### src/aaf_pkg.sv
`timescale 1ns / 1ps
`default_nettype none
package aaf_pkg;

  localparam int VALUE_WIDTH_DEF = 32;
  localparam int GROUP_W         = 17;
  localparam int PCT_W           = 16;
  localparam int ABS_W           = 32;
  localparam int CFG_DATA_W      = 32;
  localparam int CFG_INDEX_W     = 3;
  localparam int REASON_W        = 4;

  // Register indexes of the configuration port.
  localparam logic [CFG_INDEX_W-1:0] REG_DISCRETE   = 3'd0;
  localparam logic [CFG_INDEX_W-1:0] REG_ADAPTIVE   = 3'd1;
  localparam logic [CFG_INDEX_W-1:0] REG_SMOOTH_PCT = 3'd2;
  localparam logic [CFG_INDEX_W-1:0] REG_ROUGH_PCT  = 3'd3;
  localparam logic [CFG_INDEX_W-1:0] REG_SMOOTH_ABS = 3'd4;
  localparam logic [CFG_INDEX_W-1:0] REG_ROUGH_ABS  = 3'd5;
  localparam logic [CFG_INDEX_W-1:0] REG_OWN_GROUP  = 3'd6;
  localparam logic [CFG_INDEX_W-1:0] REG_MASK       = 3'd7;

  localparam logic [GROUP_W-1:0]  OWN_GROUP_RESET = 17'h1FFFE;
  localparam logic [REASON_W-1:0] MASK_RESET      = 4'hF;

  // 100 percent times 256 for the Q8.8 aperture.
  localparam logic [PCT_W-1:0] PCT_SCALE = 16'd25600;

  // Reason bit positions.
  localparam int RSN_VCHG   = 0;
  localparam int RSN_SMOOTH = 1;
  localparam int RSN_ROUGH  = 2;
  localparam int RSN_AUTO   = 3;

  typedef struct packed {
    logic start;     // word accepted: load working registers
    logic sub_en;    // subtract pass step
    logic sub_last;  // last subtract step: reload stored value
    logic cmp_en;    // compare pass step
  } ctrl_t;

  typedef struct packed {
    logic neq;
    logic gt_s_abs;
    logic gt_r_abs;
    logic gt_s_pct;
    logic gt_r_pct;
    logic mag_nz;
  } status_t;

endpackage
`default_nettype wire

### src/aaf_in_if.sv
`timescale 1ns / 1ps
`default_nettype none
interface aaf_in_if import aaf_pkg::*; #(
  parameter int VALUE_WIDTH = VALUE_WIDTH_DEF
) ();
  logic                      valid;
  logic                      ready;
  logic                      sample_valid;
  logic signed [VALUE_WIDTH-1:0] sample_value;
  logic signed [GROUP_W-1:0] current_group;

  modport source (output valid, output sample_valid, output sample_value,
                  output current_group, input ready);
  modport sink (input valid, input sample_valid, input sample_value,
                input current_group, output ready);
endinterface
`default_nettype wire

### src/aaf_out_if.sv
`timescale 1ns / 1ps
`default_nettype none
interface aaf_out_if ();
  logic valid;
  logic ready;
  logic archive;
  logic validity_changed;
  logic smooth_exceeded;
  logic rough_exceeded;
  logic auto_point;
  logic valid_now;

  modport source (output valid, output archive, output validity_changed,
                  output smooth_exceeded, output rough_exceeded,
                  output auto_point, output valid_now, input ready);
  modport sink (input valid, input archive, input validity_changed,
                input smooth_exceeded, input rough_exceeded,
                input auto_point, input valid_now, output ready);
endinterface
`default_nettype wire

### src/aaf_ser_mul.sv
`timescale 1ns / 1ps
`default_nettype none
// LSB-first serial by parallel multiplier: one product bit per cycle while en is high.
module aaf_ser_mul import aaf_pkg::*; #(
  parameter int COEF_W = PCT_W
) (
  input  wire logic              clk,
  input  wire logic              clr,
  input  wire logic              en,
  input  wire logic              bit_in,
  input  wire logic [COEF_W-1:0] coef,
  output logic                   prod_bit
);

  logic [COEF_W-1:0] acc;
  logic [COEF_W:0]   sum;

  assign sum      = {1'b0, acc} + (bit_in ? {1'b0, coef} : {(COEF_W+1){1'b0}});
  assign prod_bit = sum[0];

  always_ff @(posedge clk) begin
    if (clr) begin
      acc <= '0;
    end else if (en) begin
      acc <= sum[COEF_W:1];
    end
  end

endmodule
`default_nettype wire

### src/aaf_datapath.sv
`timescale 1ns / 1ps
`default_nettype none
// Bit-serial datapath. The first pass forms sample minus stored value and the
// neq flag; the second pass takes magnitudes and runs the threshold compares.
module aaf_datapath import aaf_pkg::*; #(
  parameter int VALUE_WIDTH = VALUE_WIDTH_DEF
) (
  input  wire logic                   clk,
  input  wire ctrl_t                  ctrl,
  input  wire logic [VALUE_WIDTH-1:0] cur_value,
  input  wire logic [VALUE_WIDTH-1:0] st_value,
  input  wire logic [ABS_W-1:0]       smooth_abs,
  input  wire logic [ABS_W-1:0]       rough_abs,
  input  wire logic [PCT_W-1:0]       smooth_pct,
  input  wire logic [PCT_W-1:0]       rough_pct,
  output status_t                     status
);

  logic [VALUE_WIDTH-1:0] cur_sr;
  logic [VALUE_WIDTH-1:0] st_sr;
  logic [VALUE_WIDTH:0]   d_sr;
  logic [ABS_W-1:0]       sabs_sr;
  logic [ABS_W-1:0]       rabs_sr;
  logic                   carry;
  logic                   seen_d;
  logic                   seen_s;

  logic a_bit, b_bit, s_bit, c_next;
  logic dbit, mbit;
  logic pd_bit, ps_bit, pr_bit;

  assign a_bit  = cur_sr[0];
  assign b_bit  = st_sr[0];
  assign s_bit  = a_bit ^ ~b_bit ^ carry;
  assign c_next = (a_bit & ~b_bit) | (a_bit & carry) | (~b_bit & carry);

  // Serial abs: if negative, invert every bit above the first one.
  assign dbit = d_sr[0] ^ (d_sr[VALUE_WIDTH] & seen_d);
  assign mbit = st_sr[0] ^ (st_sr[VALUE_WIDTH-1] & seen_s);

  aaf_ser_mul #(.COEF_W(PCT_W)) u_mul_diff (
    .clk(clk), .clr(ctrl.start), .en(ctrl.cmp_en), .bit_in(dbit),
    .coef(PCT_SCALE), .prod_bit(pd_bit)
  );

  aaf_ser_mul #(.COEF_W(PCT_W)) u_mul_smooth (
    .clk(clk), .clr(ctrl.start), .en(ctrl.cmp_en), .bit_in(mbit),
    .coef(smooth_pct), .prod_bit(ps_bit)
  );

  aaf_ser_mul #(.COEF_W(PCT_W)) u_mul_rough (
    .clk(clk), .clr(ctrl.start), .en(ctrl.cmp_en), .bit_in(mbit),
    .coef(rough_pct), .prod_bit(pr_bit)
  );

  function automatic logic gt_step(input logic gt, input logic a, input logic b);
    gt_step = (a & ~b) | (gt & ~(a ^ b));
  endfunction

  always_ff @(posedge clk) begin
    if (ctrl.start) begin
      cur_sr  <= cur_value;
      st_sr   <= st_value;
      sabs_sr <= smooth_abs;
      rabs_sr <= rough_abs;
      carry   <= 1'b1;
      seen_d  <= 1'b0;
      seen_s  <= 1'b0;
      status  <= '0;
    end else if (ctrl.sub_en) begin
      cur_sr     <= {cur_sr[VALUE_WIDTH-1], cur_sr[VALUE_WIDTH-1:1]};
      d_sr       <= {s_bit, d_sr[VALUE_WIDTH:1]};
      carry      <= c_next;
      status.neq <= status.neq | (a_bit ^ b_bit);
      if (ctrl.sub_last) begin
        st_sr <= st_value;
      end else begin
        st_sr <= {st_sr[VALUE_WIDTH-1], st_sr[VALUE_WIDTH-1:1]};
      end
    end else if (ctrl.cmp_en) begin
      d_sr            <= {d_sr[VALUE_WIDTH], d_sr[VALUE_WIDTH:1]};
      st_sr           <= {st_sr[VALUE_WIDTH-1], st_sr[VALUE_WIDTH-1:1]};
      sabs_sr         <= {1'b0, sabs_sr[ABS_W-1:1]};
      rabs_sr         <= {1'b0, rabs_sr[ABS_W-1:1]};
      seen_d          <= seen_d | d_sr[0];
      seen_s          <= seen_s | st_sr[0];
      status.mag_nz   <= status.mag_nz | mbit;
      status.gt_s_abs <= gt_step(status.gt_s_abs, dbit, sabs_sr[0]);
      status.gt_r_abs <= gt_step(status.gt_r_abs, dbit, rabs_sr[0]);
      status.gt_s_pct <= gt_step(status.gt_s_pct, pd_bit, ps_bit);
      status.gt_r_pct <= gt_step(status.gt_r_pct, pd_bit, pr_bit);
    end
  end

endmodule
`default_nettype wire

### src/aperture_archive_filter_unit.sv
`timescale 1ns / 1ps
`default_nettype none
// An accepted word passes through the subtract pass (ST_SUB) and the compare
// pass (ST_CMP) of the bit-serial datapath, then ST_FIN, where its result is
// registered. A new word is taken only in ST_IDLE, after the last left ST_FIN;
// it is taken while the previous result still waits in the output register.
// Reset (rst, synchronous, active high) clears the sequencer, the history
// flags and the stored value, and loads the register defaults.
module aperture_archive_filter_unit import aaf_pkg::*; #(
  parameter int VALUE_WIDTH = VALUE_WIDTH_DEF
) (
  input  wire logic                   clk,
  input  wire logic                   rst,
  input  wire logic                   cfg_we,
  input  wire logic [CFG_INDEX_W-1:0] cfg_index,
  input  wire logic [CFG_DATA_W-1:0]  cfg_data,
  aaf_in_if.sink                      sample_in,
  aaf_out_if.source                   result_out
);

  localparam int SUB_LEN = VALUE_WIDTH + 1;
  localparam int CMP_LEN = VALUE_WIDTH + 16;
  localparam int CNT_W   = $clog2(CMP_LEN + 1);

  typedef enum logic [3:0] {
    ST_IDLE = 4'b0001,
    ST_SUB  = 4'b0010,
    ST_CMP  = 4'b0100,
    ST_FIN  = 4'b1000
  } state_t;

  state_t state, state_next;
  logic [CNT_W-1:0] cnt;

  logic                signal_is_discrete;
  logic                adaptive_mode;
  logic [PCT_W-1:0]    smooth_pct;
  logic [PCT_W-1:0]    rough_pct;
  logic [ABS_W-1:0]    smooth_abs;
  logic [ABS_W-1:0]    rough_abs;
  logic [GROUP_W-1:0]  own_group;
  logic [REASON_W-1:0] reason_mask;

  logic                   initialized;
  logic                   last_valid;
  logic [VALUE_WIDTH-1:0] archived_value;

  logic                   item_valid;
  logic [VALUE_WIDTH-1:0] item_value;
  logic [GROUP_W-1:0]     item_group;

  logic out_valid;
  logic out_archive, out_vchg, out_smooth, out_rough, out_auto, out_valid_now;

  ctrl_t   ctrl;
  status_t status;

  logic accept, sub_last, cmp_last, commit;
  logic r_vchg, r_smooth, r_rough, r_auto, r_arch;
  logic [REASON_W-1:0] reasons;

  assign sample_in.ready = (state == ST_IDLE);
  assign accept   = sample_in.valid && (state == ST_IDLE);
  assign sub_last = (state == ST_SUB) && (cnt == CNT_W'(SUB_LEN - 1));
  assign cmp_last = (state == ST_CMP) && (cnt == CNT_W'(CMP_LEN - 1));
  assign commit   = (state == ST_FIN) && (!out_valid || result_out.ready);

  assign ctrl.start    = accept;
  assign ctrl.sub_en   = (state == ST_SUB);
  assign ctrl.sub_last = sub_last;
  assign ctrl.cmp_en   = (state == ST_CMP);

  aaf_datapath #(.VALUE_WIDTH(VALUE_WIDTH)) u_datapath (
    .clk(clk), .ctrl(ctrl), .cur_value(sample_in.sample_value),
    .st_value(archived_value), .smooth_abs(smooth_abs), .rough_abs(rough_abs),
    .smooth_pct(smooth_pct), .rough_pct(rough_pct), .status(status)
  );

  always_comb begin
    state_next = state;
    unique case (state)
      ST_IDLE: if (accept) state_next = ST_SUB;
      ST_SUB:  if (sub_last) state_next = ST_CMP;
      ST_CMP:  if (cmp_last) state_next = ST_FIN;
      ST_FIN:  if (commit) state_next = ST_IDLE;
      default: state_next = ST_IDLE;
    endcase
  end

  // Decision for the word in flight; only meaningful in the final state.
  always_comb begin
    r_vchg   = !initialized || (item_valid != last_valid);
    r_smooth = 1'b0;
    r_rough  = 1'b0;
    if (!r_vchg && item_valid) begin
      if (signal_is_discrete) begin
        r_rough = status.neq;
      end else if (adaptive_mode) begin
        // A zero stored value counts as an exceeded aperture.
        r_smooth = !status.mag_nz || status.gt_s_pct;
        r_rough  = !status.mag_nz || status.gt_r_pct;
      end else begin
        r_smooth = status.gt_s_abs;
        r_rough  = status.gt_r_abs;
      end
    end
    r_auto = (item_group == own_group);
    reasons = '0;
    reasons[RSN_VCHG]   = r_vchg;
    reasons[RSN_SMOOTH] = r_smooth;
    reasons[RSN_ROUGH]  = r_rough;
    reasons[RSN_AUTO]   = r_auto;
    r_arch = |(reasons & reason_mask);
  end

  always_ff @(posedge clk) begin
    if (rst) begin
      state <= ST_IDLE;
      cnt   <= '0;
    end else begin
      state <= state_next;
      if (accept || sub_last || cmp_last) begin
        cnt <= '0;
      end else if (state == ST_SUB || state == ST_CMP) begin
        cnt <= cnt + 1'b1;
      end
    end
  end

  always_ff @(posedge clk) begin
    if (rst) begin
      signal_is_discrete <= 1'b0;
      adaptive_mode      <= 1'b0;
      smooth_pct         <= '0;
      rough_pct          <= '0;
      smooth_abs         <= '0;
      rough_abs          <= '0;
      own_group          <= OWN_GROUP_RESET;
      reason_mask        <= MASK_RESET;
    end else if (cfg_we) begin
      unique case (cfg_index)
        REG_DISCRETE:   signal_is_discrete <= cfg_data[0];
        REG_ADAPTIVE:   adaptive_mode      <= cfg_data[0];
        REG_SMOOTH_PCT: smooth_pct         <= cfg_data[PCT_W-1:0];
        REG_ROUGH_PCT:  rough_pct          <= cfg_data[PCT_W-1:0];
        REG_SMOOTH_ABS: smooth_abs         <= cfg_data[ABS_W-1:0];
        REG_ROUGH_ABS:  rough_abs          <= cfg_data[ABS_W-1:0];
        REG_OWN_GROUP:  own_group          <= cfg_data[GROUP_W-1:0];
        REG_MASK:       reason_mask        <= cfg_data[REASON_W-1:0];
        default: ;
      endcase
    end
  end

  always_ff @(posedge clk) begin
    if (rst) begin
      initialized    <= 1'b0;
      last_valid     <= 1'b0;
      archived_value <= '0;
    end else if (commit) begin
      initialized <= 1'b1;
      last_valid  <= item_valid;
      if (r_arch) begin
        archived_value <= item_value;
      end
    end
  end

  always_ff @(posedge clk) begin
    if (accept) begin
      item_valid <= sample_in.sample_valid;
      item_value <= sample_in.sample_value;
      item_group <= sample_in.current_group;
    end
  end

  always_ff @(posedge clk) begin
    if (rst) begin
      out_valid <= 1'b0;
    end else if (commit) begin
      out_valid <= 1'b1;
    end else if (result_out.ready) begin
      out_valid <= 1'b0;
    end
  end

  always_ff @(posedge clk) begin
    if (commit) begin
      out_archive   <= r_arch;
      out_vchg      <= r_vchg;
      out_smooth    <= r_smooth;
      out_rough     <= r_rough;
      out_auto      <= r_auto;
      out_valid_now <= item_valid;
    end
  end

  assign result_out.valid            = out_valid;
  assign result_out.archive          = out_archive;
  assign result_out.validity_changed = out_vchg;
  assign result_out.smooth_exceeded  = out_smooth;
  assign result_out.rough_exceeded   = out_rough;
  assign result_out.auto_point       = out_auto;
  assign result_out.valid_now        = out_valid_now;

  // A result word must never overwrite one that is still waiting.
  a_no_overwrite: assert property (@(posedge clk) disable iff (rst)
    commit |-> (!out_valid || result_out.ready))
    else $error("result word overwritten");

  // After the first commit the history is marked as initialized.
  a_init_after_commit: assert property (@(posedge clk) disable iff (rst)
    commit |=> initialized)
    else $error("history not initialized after commit");

  // A validity change never comes together with an aperture reason.
  a_vchg_exclusive: assert property (@(posedge clk) disable iff (rst)
    out_valid |-> !(out_vchg && (out_smooth || out_rough)))
    else $error("validity change flagged with aperture reason");

  // The subtract pass hands over to the compare pass with a cleared counter.
  a_pass_handover: assert property (@(posedge clk) disable iff (rst)
    sub_last |=> (state == ST_CMP) && (cnt == '0))
    else $error("subtract pass did not hand over");

endmodule
`default_nettype wire
### src/flat_wrapper.sv
// flat-port wrapper written by rule: the top's interface ports become plain ports
module aperture_archive_filter_unit_flat import aaf_pkg::*;
#(
  parameter int VALUE_WIDTH = VALUE_WIDTH_DEF
)
  (clk, rst, cfg_we, cfg_index, cfg_data, sample_in_valid, sample_in_sample_valid, sample_in_sample_value, sample_in_current_group, sample_in_ready, result_out_valid, result_out_archive, result_out_validity_changed, result_out_smooth_exceeded, result_out_rough_exceeded, result_out_auto_point, result_out_valid_now, result_out_ready);
  aaf_in_if #(.VALUE_WIDTH(VALUE_WIDTH)) sample_in_i ();
  aaf_out_if result_out_i ();
  input  wire logic clk;
  input  wire logic rst;
  input  wire logic cfg_we;
  input  wire logic [CFG_INDEX_W-1:0] cfg_index;
  input  wire logic [CFG_DATA_W-1:0] cfg_data;
  input wire logic [$bits(sample_in_i.valid)-1:0] sample_in_valid;
  input wire logic [$bits(sample_in_i.sample_valid)-1:0] sample_in_sample_valid;
  input wire logic [$bits(sample_in_i.sample_value)-1:0] sample_in_sample_value;
  input wire logic [$bits(sample_in_i.current_group)-1:0] sample_in_current_group;
  output wire logic [$bits(sample_in_i.ready)-1:0] sample_in_ready;
  output wire logic [$bits(result_out_i.valid)-1:0] result_out_valid;
  output wire logic [$bits(result_out_i.archive)-1:0] result_out_archive;
  output wire logic [$bits(result_out_i.validity_changed)-1:0] result_out_validity_changed;
  output wire logic [$bits(result_out_i.smooth_exceeded)-1:0] result_out_smooth_exceeded;
  output wire logic [$bits(result_out_i.rough_exceeded)-1:0] result_out_rough_exceeded;
  output wire logic [$bits(result_out_i.auto_point)-1:0] result_out_auto_point;
  output wire logic [$bits(result_out_i.valid_now)-1:0] result_out_valid_now;
  input wire logic [$bits(result_out_i.ready)-1:0] result_out_ready;
  assign sample_in_i.valid = sample_in_valid;
  assign sample_in_i.sample_valid = sample_in_sample_valid;
  assign sample_in_i.sample_value = sample_in_sample_value;
  assign sample_in_i.current_group = sample_in_current_group;
  assign sample_in_ready = sample_in_i.ready;
  assign result_out_valid = result_out_i.valid;
  assign result_out_archive = result_out_i.archive;
  assign result_out_validity_changed = result_out_i.validity_changed;
  assign result_out_smooth_exceeded = result_out_i.smooth_exceeded;
  assign result_out_rough_exceeded = result_out_i.rough_exceeded;
  assign result_out_auto_point = result_out_i.auto_point;
  assign result_out_valid_now = result_out_i.valid_now;
  assign result_out_i.ready = result_out_ready;
  aperture_archive_filter_unit #(.VALUE_WIDTH(VALUE_WIDTH)) u_core (.clk(clk), .rst(rst), .cfg_we(cfg_we), .cfg_index(cfg_index), .cfg_data(cfg_data), .sample_in(sample_in_i), .result_out(result_out_i));
endmodule
### config.mk
export PLATFORM = sky130hd
export DESIGN_NAME = aperture_archive_filter_unit_flat
export DESIGN_NICKNAME = d
export VERILOG_FILES = /design/src/aaf_pkg.sv /design/src/aaf_in_if.sv /design/src/aaf_out_if.sv /design/src/aaf_ser_mul.sv /design/src/aaf_datapath.sv /design/src/aperture_archive_filter_unit.sv /design/src/flat_wrapper.sv
export SDC_FILE = /design/constraint.sdc
export NUM_CORES = 1
export LEC_CHECK = 0
export BUFFER_PORTS_ARGS = -buffer_cell sky130_fd_sc_hd__buf_2
export CAP_MARGIN = 20
export CORE_MARGIN = 4
export CORE_UTILIZATION = 61
export CTS_BUF_LIST = sky130_fd_sc_hd__clkbuf_8 sky130_fd_sc_hd__clkbuf_16
export CTS_CLUSTER_DIAMETER = 100
export CTS_CLUSTER_SIZE = 25
export DETAILED_ROUTE_END_ITERATION = 16
export HOLD_SLACK_MARGIN = 0.06
export PLACE_DENSITY_LB_ADDON = 0.15
export SLEW_MARGIN = 20
export SYNTH_ARGS = -nofsm -noshare
export SYNTH_HDL_FRONTEND = slang
export SYNTH_SLANG_ARGS = --single-unit
### constraint.sdc
create_clock -name clk -period 4.1 [get_ports clk]
set_clock_uncertainty 0.1 [all_clocks]
set_input_delay 0 -clock clk [delete_from_list [all_inputs] [get_ports clk]]
set_output_delay 0 -clock clk [all_outputs]
set_load 0.05 [all_outputs]
### Yosys cells after proc, flatten, opt, wreduce, memory -nomap -nowiden

Cells that the tools add are included.

* register bits: 438
* word-level logic and storage cells: 181
* output and inout port bits: 8

* equality and inequality tests: 20
* bitwise operators: 44
* reduce and logical (&&, ||, !) cells: 40
* $add $sub $neg: 4
* multiplexer cells: 30

Operator list (count)
* $mux 32: 11
* $mux 31: 2
* $add 16x16->17: 2
* $mux 33: 1
* $mux 16: 2
* $reduce_and 2->1: 14
* $add 16x15->17: 1
* $eq 17x17->1: 1
* $mux 4: 4
* $pmux 4 s4: 1
* $mux 15: 1
* $and 1x1->1: 13
* $eq 3x3->1 const B: 4
* $eq 6x6->1 const B: 2
* $not 1->1: 11
* $or 1x1->1: 10
* $reduce_bool 2->1: 5
* $xor 1x1->1: 9
* $mux 1: 8
* $logic_or 1x1->1: 7
* $add 6x1->6 const B: 1
* $eq 3x2->1 const B: 2
* $ne 2x1->1 const B: 3
* $logic_and 1x1->1: 5
* other kinds (14): 18

### Depth between registers and ports, before layout

Gate-level depths: netlist (run 1).

* depth in word-level cells: 8
* gate-level depth with buffers: 12
* mapped depth without buffers: 11

### By module

From an unflattened synthesis (run 1), not the netlist that was laid out.

* cells, all modules: 1710
* area, all modules: 19208.4 µm²

By module, submodules not included
* aperture_archive_filter_unit: cells an instance 820, area an instance 8089.0 µm², times used 1
* aaf_datapath: cells an instance 369, area an instance 6892.9 µm², times used 1
* aaf_ser_mul at u_core.u_datapath.u_mul_smooth: cells an instance 174, area an instance 1430.1 µm², times used 1
* aaf_ser_mul at u_core.u_datapath.u_mul_rough: cells an instance 174, area an instance 1413.9 µm², times used 1
* aaf_ser_mul at u_core.u_datapath.u_mul_diff: cells an instance 173, area an instance 1382.6 µm², times used 1

### Worst setup path before layout (run 1)

Ideal clock, no wire load.

* path kind: reg-to-reg
* start point: reg u_core.state[3]
* end point: reg u_core.u_datapath.rabs_sr[0], enable pin
* cell stages (with the launch flop): 6
* path slack: 0.214 ns
* library setup time: 0.418 ns
* arrival time: 3.368 ns
* required time: 3.582 ns
* clock period less this slack: 3.886 ns
* cell sequence: dfxtp_1 > nor4b_2 > nand2_1 > inv_2 > nor2_1 > inv_1

* cells in the longest elaborated chain, start to end: 4
* elaborated cells between the ends (all ways): 7
* those cells by class: eq/ne: 4; reduce/logical: 3

Ends and longest elaborated chain
* start, declared: line aperture_archive_filter_unit.sv:32 `state_t state, state_next;`
* start signal, assigned: line aperture_archive_filter_unit.sv:121 `state <= state_next;`
* $eq 4x1->1 (*)
* via sample_in_ready: line flat_wrapper.sv:18 `output wire logic [$bits(sample_in_i.ready)-1:0] sample_in_ready;`
* $logic_and 1x1->1 (*): line aperture_archive_filter_unit.sv:63 `assign accept = sample_in.valid && (state == ST_IDLE);`
* $ne 2x2->1 (no source line) or $reduce_bool 2->1 (tied branches)
* $reduce_and 2->1 (no source line) (*)
* end signal, assigned: line aaf_datapath.sv:65 `rabs_sr <= rough_abs;`
* end signal, assigned: line aaf_datapath.sv:84 `rabs_sr <= {1'b0, rabs_sr[ABS_W-1:1]};`
* end, declared: line aaf_datapath.sv:23 `logic [ABS_W-1:0] rabs_sr;`

Mark *: on every way through the listed nets, which the timed path passes. The rest lies on a longest branch.
A chain may end at the register's enable or synchronous reset.

### Final worst setup path (run 1)

* start point: reg u_core.u_datapath.st_sr[0]
* end point: reg u_core.u_datapath.u_mul_smooth.acc[15]

* cells in the longest elaborated chain, start to end: 3

Ends and longest elaborated chain
* start, declared: line aaf_datapath.sv:20 `logic [VALUE_WIDTH-1:0] st_sr;`
* start signal, assigned: line aaf_datapath.sv:63 `st_sr <= st_value;`
* start signal, assigned: line aaf_datapath.sv:76 `st_sr <= st_value;`
* start signal, assigned: line aaf_datapath.sv:78 `st_sr <= {st_sr[VALUE_WIDTH-1], st_sr[VALUE_WIDTH-1:1]};`
* $xor 1x1->1: line aaf_datapath.sv:39 `assign mbit = st_sr[0] ^ (st_sr[VALUE_WIDTH-1] & seen_s);`
* $mux 16: line aaf_ser_mul.sv:18 `assign sum = {1'b0, acc} + (bit_in ? {1'b0, coef} : {(COEF_W+1){1'b0}});`
* $add 16x16->17: line aaf_ser_mul.sv:18
* end signal, assigned: line aaf_ser_mul.sv:25 `acc <= sum[COEF_W:1];`
* end, declared: line aaf_ser_mul.sv:15 `logic [COEF_W-1:0] acc;`

Every way passes these cells.

==> results of run 1 <==
==> cells in the mapped netlist, types with 6 or more instances <==
master and number:
a211o_1 25, a211oi_1 12, a21o_1 9, a21oi_1 145, a31oi_1 8, and3_1 10, buf_2 14, buf_6 6
clkbuf_1 69, dfxtp_1 221, edfxtp_1 217, ha_1 43, inv_1 20, mux2_2 27, mux2i_1 38, nand2_1 539
nand2b_1 71, nand3_1 16, nand4_1 12, nor2_1 63, nor2b_1 53, nor3_1 23, o21a_1 7, o21ai_0 32
xnor2_1 28, xor2_1 14
==> registers in the layout, indices dropped and copies added, names as in the netlist, 6 cells and up <==
name and count:
u_core.u_datapath.u_mul_smooth.acc 16, u_core.archived_value 32, u_core.u_datapath.cur_sr 32, u_core.item_group 17, u_core.u_datapath.status 6, u_core.u_datapath.rabs_sr 32, u_core.u_datapath.sabs_sr 32, u_core.rough_pct 16
u_core.own_group 17, u_core.u_datapath.u_mul_rough.acc 16, u_core.cnt 6, u_core.smooth_abs 32, u_core.u_datapath.d_sr 33, u_core.u_datapath.u_mul_diff.acc 16, u_core.rough_abs 32, u_core.item_value 32
u_core.u_datapath.st_sr 32, u_core.smooth_pct 16
==> cell type report <==
class	count	area (µm²)	share of cell area
clock buffers	21	525.5	0.02527
well taps	390	488.0	0.02347
diodes	2	5.005	0.0002407
flip-flops and latches	438	10940	0.5262
multi-input cells	1244	6994	0.3364
inverters	21	83.83	0.004032
clock inverters	16	68.82	0.003310
repair buffers	218	1687	0.08112
==> worst reg2reg max path: stages, from the launching register on <==
cell and delay [ns]:
edfxtp_1 0.41, inv_1 0.10, xnor2_2 0.28, buf_4 0.38
nor2b_1 0.13, fa_1 0.44, a211oi_1 0.46, o21a_1 0.20
o221ai_1 0.17, a21oi_1 0.29, a21oi_1 0.10, a221o_1 0.26
==> metrics by stage <==
stage,setup WS [ns],util,cells,hold WS [ns]
final,0.6855,0.6997,2350,0.06222
after floorplan,0.2141,-,1797,-0.001131
after CTS,0.6853,0.6994,2348,0.06198
after global routing,0.3711,0.6997,2350,0.06373
after detailed placement,0.7000,0.6454,2210,0.07850
after global placement,0.7814,0.6454,2210,0.07627
==> how the worst max path moves through the flow <==
stage | cells past startpoint | startpoint | end | slack [ns]
final | 11 | u_core.u_datapath.st_sr[0] | u_core.u_datapath.u_mul_smooth.acc[15] | 0.69
after CTS | 11 | u_core.u_datapath.st_sr[0] | u_core.u_datapath.u_mul_smooth.acc[15] | 0.69
after global placement | 12 | u_core.u_datapath.st_sr[0] | u_core.u_datapath.u_mul_rough.acc[15] | 0.78
after global routing | 11 | u_core.u_datapath.st_sr[0] | u_core.u_datapath.u_mul_smooth.acc[15] | 0.37
after detailed placement | 11 | u_core.u_datapath.st_sr[0] | u_core.u_datapath.u_mul_smooth.acc[15] | 0.70
after floorplan | 5 | u_core.state[3] | u_core.u_datapath.rabs_sr[0] | 0.21
==> metal layers <==
layer,vias to the layer above,global-route usage,part of all wire
met5,-,0,0
met4,0,0.07175,0.034
met3,80,0.02664,0.044
met2,317,0.3984,0.48
met1,6327,0.3219,0.44
li1,6428,-,-
==> report_power, final <==
part / leakage [nW] / internal (mW) / total (mW) / switching, mW
registers: 3.86 / 4.96 / 5.05 / 0.0957
clock network: 0.338 / 0.949 / 2.29 / 1.34
logic: 3.75 / 0.315 / 0.861 / 0.546
total: 7.95 / 6.22 / 8.20 / 1.98
==> cell families after synthesis <==
kind of cell               share of synthesized area
muxes                                        0.03965
and+or+nand+nor                               0.1960
AOI/OAI and AO/OA                            0.09032
buffers and inverters                        0.02686
adders and majority gates                    0.03251
xor gates and xnor gates                     0.01999
DFF                                           0.5947
==> metrics.txt, run 1 <==
top cells by area, synth edfxtp_1 (35%), dfxtp_1 (24%), nand2_1 (11%), a21oi_1 (3.9%), ha_1 (2.9%); CTS tree yes; ANT nets after route 0; IO Count 98; final instance area just over 0.02 mm²; via/cell ratio ~5.6; final hold vios 0; pin count of the biggest net entering global routing ~180; grt total ovfl 0; area leader, netlist edfxtp_1; Final Critical Period about 3.4 ns; RePlAce Congestion ~0.85; drt initial violations slightly below 900; Area Growth Syn to Fin 13.02%; Cell Area, Placed 0.01918 mm²; Min-Delay Path Depth 2; die extent in x around 180 µm; Worst-path clk slew 0.10 ns; leak pwr a little under 8 nW; Rel. slew slack 0.4110; R2R cell count 11; Worst EP arrival around 3.8 ns; Hold Path Class primary input to register; crit-path max FO 30; main flop type after synthesis dfxtp_1; CP delay by family, top compound AO/OA/AOI/OAI gates; setup bufs post-CTS 0; nets 2,080; number of global-route vias before repair about 13,000; most frequent cells in the layout nand2_1 (538), dfxtp_1 (221), edfxtp_1 (217); num rows 63; worst flop-to-flop path endpoint u_core.u_datapath.u_mul_smooth.acc[15]; Max Buffers Root-to-Sink 3; Max Slew Vio Count 0; number of antenna violations at the first check in global routing 2; drt first pass iters 5; flops & latches, synth around 440; gr usage total 0.2353; later-pin clock latency in the skew report roughly 0.54 ns; Synth top area share 0.3542; Post-Syn Area 0.01840 mm²; Worst path slowest cell a211oi_1; CP bufs+invs 2; first-pass GRT wire length 64,670 µm; register area share after synthesis 0.5947; CTS resizes 0; Crit. End Element register; f_max between 200 and 300 MHz; total CTS buffers 21; Synth Instances about 1,800; Yosys cell types 65; worst hold path endpoint u_core.item_group[15]; CP peak stage delay ~0.46 ns; peak supply drop about 410 µV; Final HPWL DP between 20,000 and 25,000 µm; hold buffer count at CTS around 100; Req. time, crit path roughly 4.4 ns; CTS Root Cell clkbuf_16; Hold Path Origin sample_in_current_group[15]; Worst-Margin Slew around 0.88 ns; H-tree levels 1; setup TNS 0 ns; overall power just over 8 mW; Synthesized Nets 1,933; pwr/cell area 394.3 mW/mm²; final setup violating endpoints 0; Post-synth ARST share 0; setup repair after global routing missed its margin no; DRC viols 0; number of synthesized flops with an enable pin approximately 220; # fillers about 2,200; die area roughly 0.033 mm²; PortBufs 97; crit path cell chain inv_1, xnor2_2, buf_4, nor2b_1, fa_1, a211oi_1, o21a_1, o221ai_1, a21oi_1, a21oi_1, a221o_1; clock sinks 438; Initial Utilization 0.6191; r2r startpoint u_core.u_datapath.st_sr[0]; worst reg2reg setup slack about 0.7 ns; status finished, final reports clean; Max-Cap Viols 0; Vert. Die Dim roughly 180 µm; startpoint types register; Setup CP Type register to register; Tcrit/Tclk final 0.8328; synth warn 0; Via Count between 10,000 and 15,000; layout cell share with drive strength beyond 1 0.09448; most frequent CP cell a21oi_1; DR WL/cell about 17 µm; core area between 0.02 and 0.03 mm²; most common cell after layout, fill and taps aside nand2_1; Post-Route WL between 30,000 and 40,000 µm; Post-Syn Area per Cell 10.24 µm²
Power figures use the tool's default switching activity.
==> run 2, diff against run 1 <==
Settings changed: CORE_UTILIZATION 61 to 55.
Clock period 4.1 ns to 3.05 ns, I/O delays scaled along.
==> metrics.txt, run 2 (synthesized netlist as in run 1, its figures left out) <==
Final HPWL DP 24,390 µm (+5.1%); die area 0.03644 mm² (+10%); part of the power in the clock network 0.278 (about the same); Setup CP Type register to register; Max-Cap Viols 0 (unchanged); Req. time, crit path 3.41 ns (-1.02 ns); drt first pass iters 5 (unchanged); CP bufs+invs 5 (+3); Area Growth Syn to Fin 16.52%; clock sinks 438 (unchanged); pin count of the biggest net entering global routing 182 (unchanged); core area 0.03278 mm² (+10%); CP delay by family, top buffers and inverters; Cell Area, Placed 0.01956 mm² (+2.0%); final hold vios 0 (unchanged); Hold Path Origin sample_in_current_group[6]; worst hold path endpoint u_core.item_group[6]; R2R cell count 14 (+3); Worst EP arrival 3.29 ns (-0.46 ns); Worst path slowest cell edfxtp_1; Post-Route WL 40,810 µm (+3.5%); Psw 2.685 mW (+36%); drt initial violations 870 (-1.7%); most frequent cells in the layout nand2_1 (537), dfxtp_1 (221), edfxtp_1 (217); number of antenna violations at the first check in global routing 0 (-2); overall power 11.11 mW (+36%); grt total ovfl 0 (unchanged); r2r startpoint u_core.u_datapath.st_sr[0]; IO Count 98 (unchanged); gr usage total 0.2203 (-0.01499); Min-Delay Path Depth 2 (unchanged); Tcrit/Tclk final 0.9616 (+0.1288); CP peak stage delay 0.35 ns (-0.11 ns); number of global-route vias before repair 13,102 (+2.3%); Worst-Margin Slew 1.031 ns (+0.1511 ns); startpoint types register; Rel. slew slack 0.3100 (-0.1011); DRC viols 0 (unchanged); Max Buffers Root-to-Sink 3 (unchanged); Comb pwr share 0.111 (+0.006); Reg power frac 0.611 (-0.005); Worst-path clk slew 0.10 ns (about the same); Largest Register u_core.u_datapath.d_sr; final instance area 0.02144 mm² (+3.1%); first-pass GRT wire length 66,020 µm (+2.1%); max FFs per register 33 (unchanged); Initial Utilization 0.5612 (-0.05791); Fin Hold WS 0.08521 ns (+0.02299 ns); Max Slew Vio Count 0 (unchanged); final core occ 0.6539 (-0.04579); Final Critical Period 2.933 ns (-0.4816 ns); num rows 66 (+4.8%); Via Count 13,196 (+0.33%); total CTS buffers 21 (unchanged); Net Sw Frac 0.2416 (+0.0002957); DR WL/cell 16.69 µm (-0.56%); layout cell share with drive strength beyond 1 0.1189 (+0.02440); crit path cell chain inv_1, xnor2_4, buf_6, buf_6, nor2b_1, ha_1, buf_4, a21o_1, a31oi_2, buf_4, a32o_1, a31oi_2, and3_1, nor3_1; Crit. End Element register; peak supply drop 374.4 µV (-9.5%); leak pwr 8.221 nW (+3.5%); final setup violating endpoints 0 (unchanged); crit-path max FO 7 (-77%); via/cell ratio 5.397 (-3.6%); ANT nets after route 0 (unchanged); most common cell after layout, fill and taps aside nand2_1; nets 2,123 (+2.1%); H-tree levels 1 (unchanged); Vert. Die Dim 190.9 µm (+5.1%); setup TNS 0 ns (unchanged); worst reg2reg setup slack 0.12 ns (-0.57 ns); PortBufs 97 (unchanged); die extent in x 190.9 µm (+5.1%); status finished, final reports clean; later-pin clock latency in the skew report 0.55 ns (about the same); Hold Path Class primary input to register; RePlAce Congestion 0.8205 (-3.4%); Placed Cells 2,293 (+3.8%); f_max 341.0 MHz (+16%); total internal power 8.427 mW (+35%); pwr/cell area 518.4 mW/mm² (+31%); Post-Layout Cell Count 2,445 (+4.0%); # fillers 2,581 (+18%); dpl ws -0.1405 ns (-0.8404 ns); CTS tree yes; worst flop-to-flop path endpoint u_core.u_datapath.u_mul_smooth.acc[12]; CTS Root Cell clkbuf_16; Final Worst Setup Slack 0.1171 ns (-0.5684 ns)
[run 2: changes by cell type in the layout (fill, tap and decap cells not counted), sizes merged]
cell,change
clkbuf,+1
clkinv,+1
buf,+32
dlygate4sd3,+10
diode,-1
[run 2: cell type report]
| class | instances | area, µm² | share of cell area |
|---|---|---|---|
| multi-input cells | 1244 | 7128 | 0.3325 |
| inverters | 21 | 87.58 | 0.004086 |
| well taps | 442 | 553.0 | 0.02580 |
| diodes | 1 | 2.502 | 0.0001167 |
| repair buffers | 261 | 2122 | 0.09899 |
| flip-flops and latches | 438 | 10940 | 0.5104 |
| clock inverters | 17 | 77.57 | 0.003619 |
| clock buffers | 21 | 525.5 | 0.02451 |
[run 2: power groups by stage]
stage	registers [mW]	clock network [mW]	logic (mW)
after floorplan	6.88	0	0.725
after global placement	6.91	0	1.08
after detailed placement	6.92	0	1.10
after CTS	6.79	3.15	1.22
after global routing	6.82	3.38	1.38
final	6.79	3.09	1.24
[run 2: worst max-delay path by stage]
stage,from,end,slack [ns],cells after the start
CTS,u_core.u_datapath.st_sr[31],u_core.u_datapath.u_mul_smooth.acc[15],0.007,12
global route,u_core.u_datapath.st_sr[31],u_core.u_datapath.u_mul_smooth.acc[12],-0.04,14
floorplan,u_core.state[3],u_core.u_datapath.cur_sr[0],0.01,5
finish,u_core.u_datapath.st_sr[0],u_core.u_datapath.u_mul_smooth.acc[12],0.12,14
global placement,u_core.u_datapath.st_sr[0],u_core.u_datapath.u_mul_rough.acc[15],-0.03,11
detailed placement,u_core.u_datapath.st_sr[31],u_core.u_datapath.u_mul_rough.acc[15],-0.14,11
[run 2: routing by layer]
layer | share of wire | track usage | vias to the layer above | wire length (µm)
met5 | 0 | 0 | - | 0
met4 | 0.022 | 0.05359 | 0 | 888
met3 | 0.040 | 0.02465 | 60 | 1629
met2 | 0.48 | 0.3745 | 273 | 19580
met1 | 0.46 | 0.3058 | 6363 | 18710
li1 | - | - | 6500 | -
[run 2: timing repair]
item | CTS | global route
buffers inserted | 0 | 2
pin swaps | 2 | 6
setup endpoints to repair | 3 | 11
hold endpoints to repair | 220 | 0
resized for setup | 5 | 22
gates cloned | 0 | 1
hold buffers | 111 | 0
==> run 3, diff against run 2 <==
Settings changed: ABC_AREA set to 1, CORE_MARGIN 4 to 2.
==> metrics.txt, run 3 <==
later-pin clock latency in the skew report 0.55 ns (about the same); top cells by area, synth edfxtp_1 (35%), dfxtp_1 (24%), nand2_1 (12%), nor2_1 (5.5%), inv_1 (4.2%); worst reg2reg setup slack 0.28 ns (+0.16 ns); count leader, synth nand2_1; core area 0.03362 mm² (+2.5%); final hold vios 0 (unchanged); final core occ 0.6339 (-0.01994); register area share after synthesis 0.5827 (-0.01201); CTS tree yes; num rows 67 (+1.5%); Post-synth ARST share 0 (unchanged); most common cell after layout, fill and taps aside nand2_1; Setup CP Type register to register; drt initial violations 1,250 (+44%); Synth top cells by count nand2_1 (618), nor2_1 (273), dfxtp_1 (221), edfxtp_1 (217), inv_1 (209); Initial Utilization 0.5586 (-0.002612); Max-Cap Viols 0 (unchanged); CTS Root Cell clkbuf_16; peak supply drop 503.1 µV (+34%); gr usage total 0.2302 (+0.009958); number of synthesized flops with an enable pin 217 (unchanged); CP bufs+invs 1 (-4); Fin Hold WS 0.06063 ns (-0.02458 ns); clock sinks 438 (unchanged); H-tree levels 1 (unchanged); DRC viols 0 (unchanged); Via Count 14,322 (+8.5%); Worst EP arrival 3.12 ns (-0.17 ns); Max Slew Vio Count 0 (unchanged); Worst path slowest cell edfxtp_1; Synth top area share 0.3470 (-0.007151); leak pwr 9.448 nW (+15%); number of global-route vias before repair 13,563 (+3.5%); Yosys cell types 40 (-38%); Rel. slew slack 0.4759 (+0.1659); Hold Path Class primary input to register; R2R cell count 14 (unchanged); worst hold path endpoint u_core.item_group[13]; ANT nets after route 0 (unchanged); area leader, netlist edfxtp_1; Synthesized Nets 2,288 (+18%); footprint of the multi-input gates 0.006613 mm² (-7.2%); Final Critical Period 2.771 ns (-0.1623 ns); pin count of the biggest net entering global routing 76 (-58%); most frequent cells in the layout nand2_1 (615), nor2_1 (273), inv_1 (222); Hold Path Origin sample_in_current_group[13]; CP delay by family, top adder cells; r2r startpoint u_core.u_datapath.st_sr[0]; DR WL/cell 14.93 µm (-11%); max FFs per register 33 (unchanged); Post-Syn Area 0.01878 mm² (+2.1%); FF/Latch Area 0.01094 mm² (unchanged); setup bufs post-CTS 0 (unchanged); total CTS buffers 21 (unchanged); status finished, final reports clean; drt first pass iters 6 (+1); Post-Syn Area per Cell 8.725 µm² (-15%); Synth Instances 2,152 (+20%); PortBufs 97 (unchanged); Vert. Die Dim 188.8 µm (-1.1%); startpoint types register; # fillers 2,781 (+7.7%); flops & latches, synth 438 (unchanged); Crit. End Element register; final setup violating endpoints 0 (unchanged); Largest Register u_core.u_datapath.d_sr; Tcrit/Tclk final 0.9084 (-0.05321); CP peak stage delay 0.52 ns (+0.17 ns); IO Count 98 (unchanged); Post-Route WL 41,270 µm (+1.1%); synth warn 0 (unchanged); die area 0.03563 mm² (-2.2%); RePlAce Congestion 0.8268 (+0.77%); crit-path max FO 4 (-3); worst flop-to-flop path endpoint u_core.u_datapath.u_mul_rough.acc[9]; Worst-path clk slew 0.10 ns (about the same); Req. time, crit path 3.40 ns (about the same); setup TNS 0 ns (unchanged); via/cell ratio 5.182 (-4.0%); main flop type after synthesis dfxtp_1; pwr/cell area 529.5 mW/mm² (+2.1%); grt total ovfl 0 (unchanged); Max Buffers Root-to-Sink 3 (unchanged); die extent in x 188.8 µm (-1.1%); f_max 360.9 MHz (+5.9%); setup repair after global routing missed its margin no; crit path cell chain xor2_4, nor2_1, ha_1, fa_1, nand3_1, nand3_1, a21boi_1, nor2_1, nand2_1, nand2_1, nand2_1, nand2_1, o21bai_1, inv_1; nets 2,435 (+15%); Worst-Margin Slew 0.7853 ns (-0.2459 ns); most frequent CP cell nand2_1; Final HPWL DP 25,690 µm (+5.3%); number of antenna violations at the first check in global routing 2 (+2); Min-Delay Path Depth 2 (unchanged); layout cell share with drive strength beyond 1 0.07865 (-0.04023); Area Growth Syn to Fin 13.49%; first-pass GRT wire length 67,290 µm (+1.9%)
run 3: routing by layer:
metal	wire length (µm)	vias to the layer above	GRT usage	part of all wire
met5	0	-	0	0
met4	705	0	0.04748	0.017
met3	2199	46	0.03110	0.053
met2	19090	348	0.3798	0.46
met1	19280	6715	0.3272	0.47
li1	-	7213	-	-
run 3: worst max path at each step:
| stage | cells after the start | to | from | slack (ns) |
|---|---|---|---|---|
| 2_1_floorplan | 15 | u_core.u_datapath.u_mul_smooth.acc[9] | u_core.u_datapath.st_sr[0] | 0.14 |
| 3_3_place_gp | 14 | u_core.u_datapath.u_mul_rough.acc[9] | u_core.u_datapath.st_sr[0] | 0.18 |
| 3_5_place_dp | 14 | u_core.u_datapath.u_mul_rough.acc[9] | u_core.u_datapath.st_sr[0] | 0.14 |
| 4_1_cts | 14 | u_core.u_datapath.u_mul_rough.acc[9] | u_core.u_datapath.st_sr[0] | 0.13 |
| 5_1_grt | 15 | u_core.u_datapath.u_mul_rough.acc[13] | u_core.u_datapath.st_sr[31] | 0.03 |
| 6_report | 14 | u_core.u_datapath.u_mul_rough.acc[9] | u_core.u_datapath.st_sr[0] | 0.28 |
run 3: area by class of cell:
| class | instances | area share |
|---|---|---|
| Sequential cell | 438 | 0.5134 |
| Timing Repair Buffer | 223 | 0.08314 |
| Clock inverter | 17 | 0.003816 |
| Multi-Input combinational cell | 1400 | 0.3103 |
| Tap cell | 448 | 0.02630 |
| Inverter | 215 | 0.03816 |
| Clock buffer | 21 | 0.02466 |
| Antenna cell | 2 | 0.0002349 |
run 3: what timing repair did:
item                       in CTS  in global routing
hold endpoints to repair      229                  0
hold buffers                  101                  0
resized for setup               0                  2
setup endpoints to repair       0                  3
run 3: cells by family (layout without fill, tap and decap cells):
family / after synthesis / in the layout / synth area share
other cells: 0 / 2 / 0
xor+xnor: 22 / 22 / 0.01026
simple gates: 1018 / 1018 / 0.2174
compound gates: 314 / 314 / 0.09049
buf+inv: 314 / 476 / 0.06737
flops: 438 / 438 / 0.5827
fa+ha+maj: 46 / 46 / 0.03185
run 3: where the power goes:
| group | leakage (nW) | total, mW | switching (mW) | internal [mW] |
|---|---|---|---|---|
| registers | 3.86 | 6.86 | 0.137 | 6.72 |
| clock network | 0.350 | 3.10 | 1.82 | 1.28 |
| logic | 5.24 | 1.33 | 0.885 | 0.441 |
| total | 9.45 | 11.3 | 2.84 | 8.44 |
run 3: stage by stage:
stage	power [mW]	cells	cell area (µm²)	worst slack, ns
finish	11.28	2764	21310	0.2794
CTS	11.38	2762	21290	0.1305
floorplan	7.772	2152	18780	0.1358
global placement	8.174	2623	19680	0.1805
global route	11.76	2763	21310	0.03383
detailed placement	8.212	2623	19680	0.1425
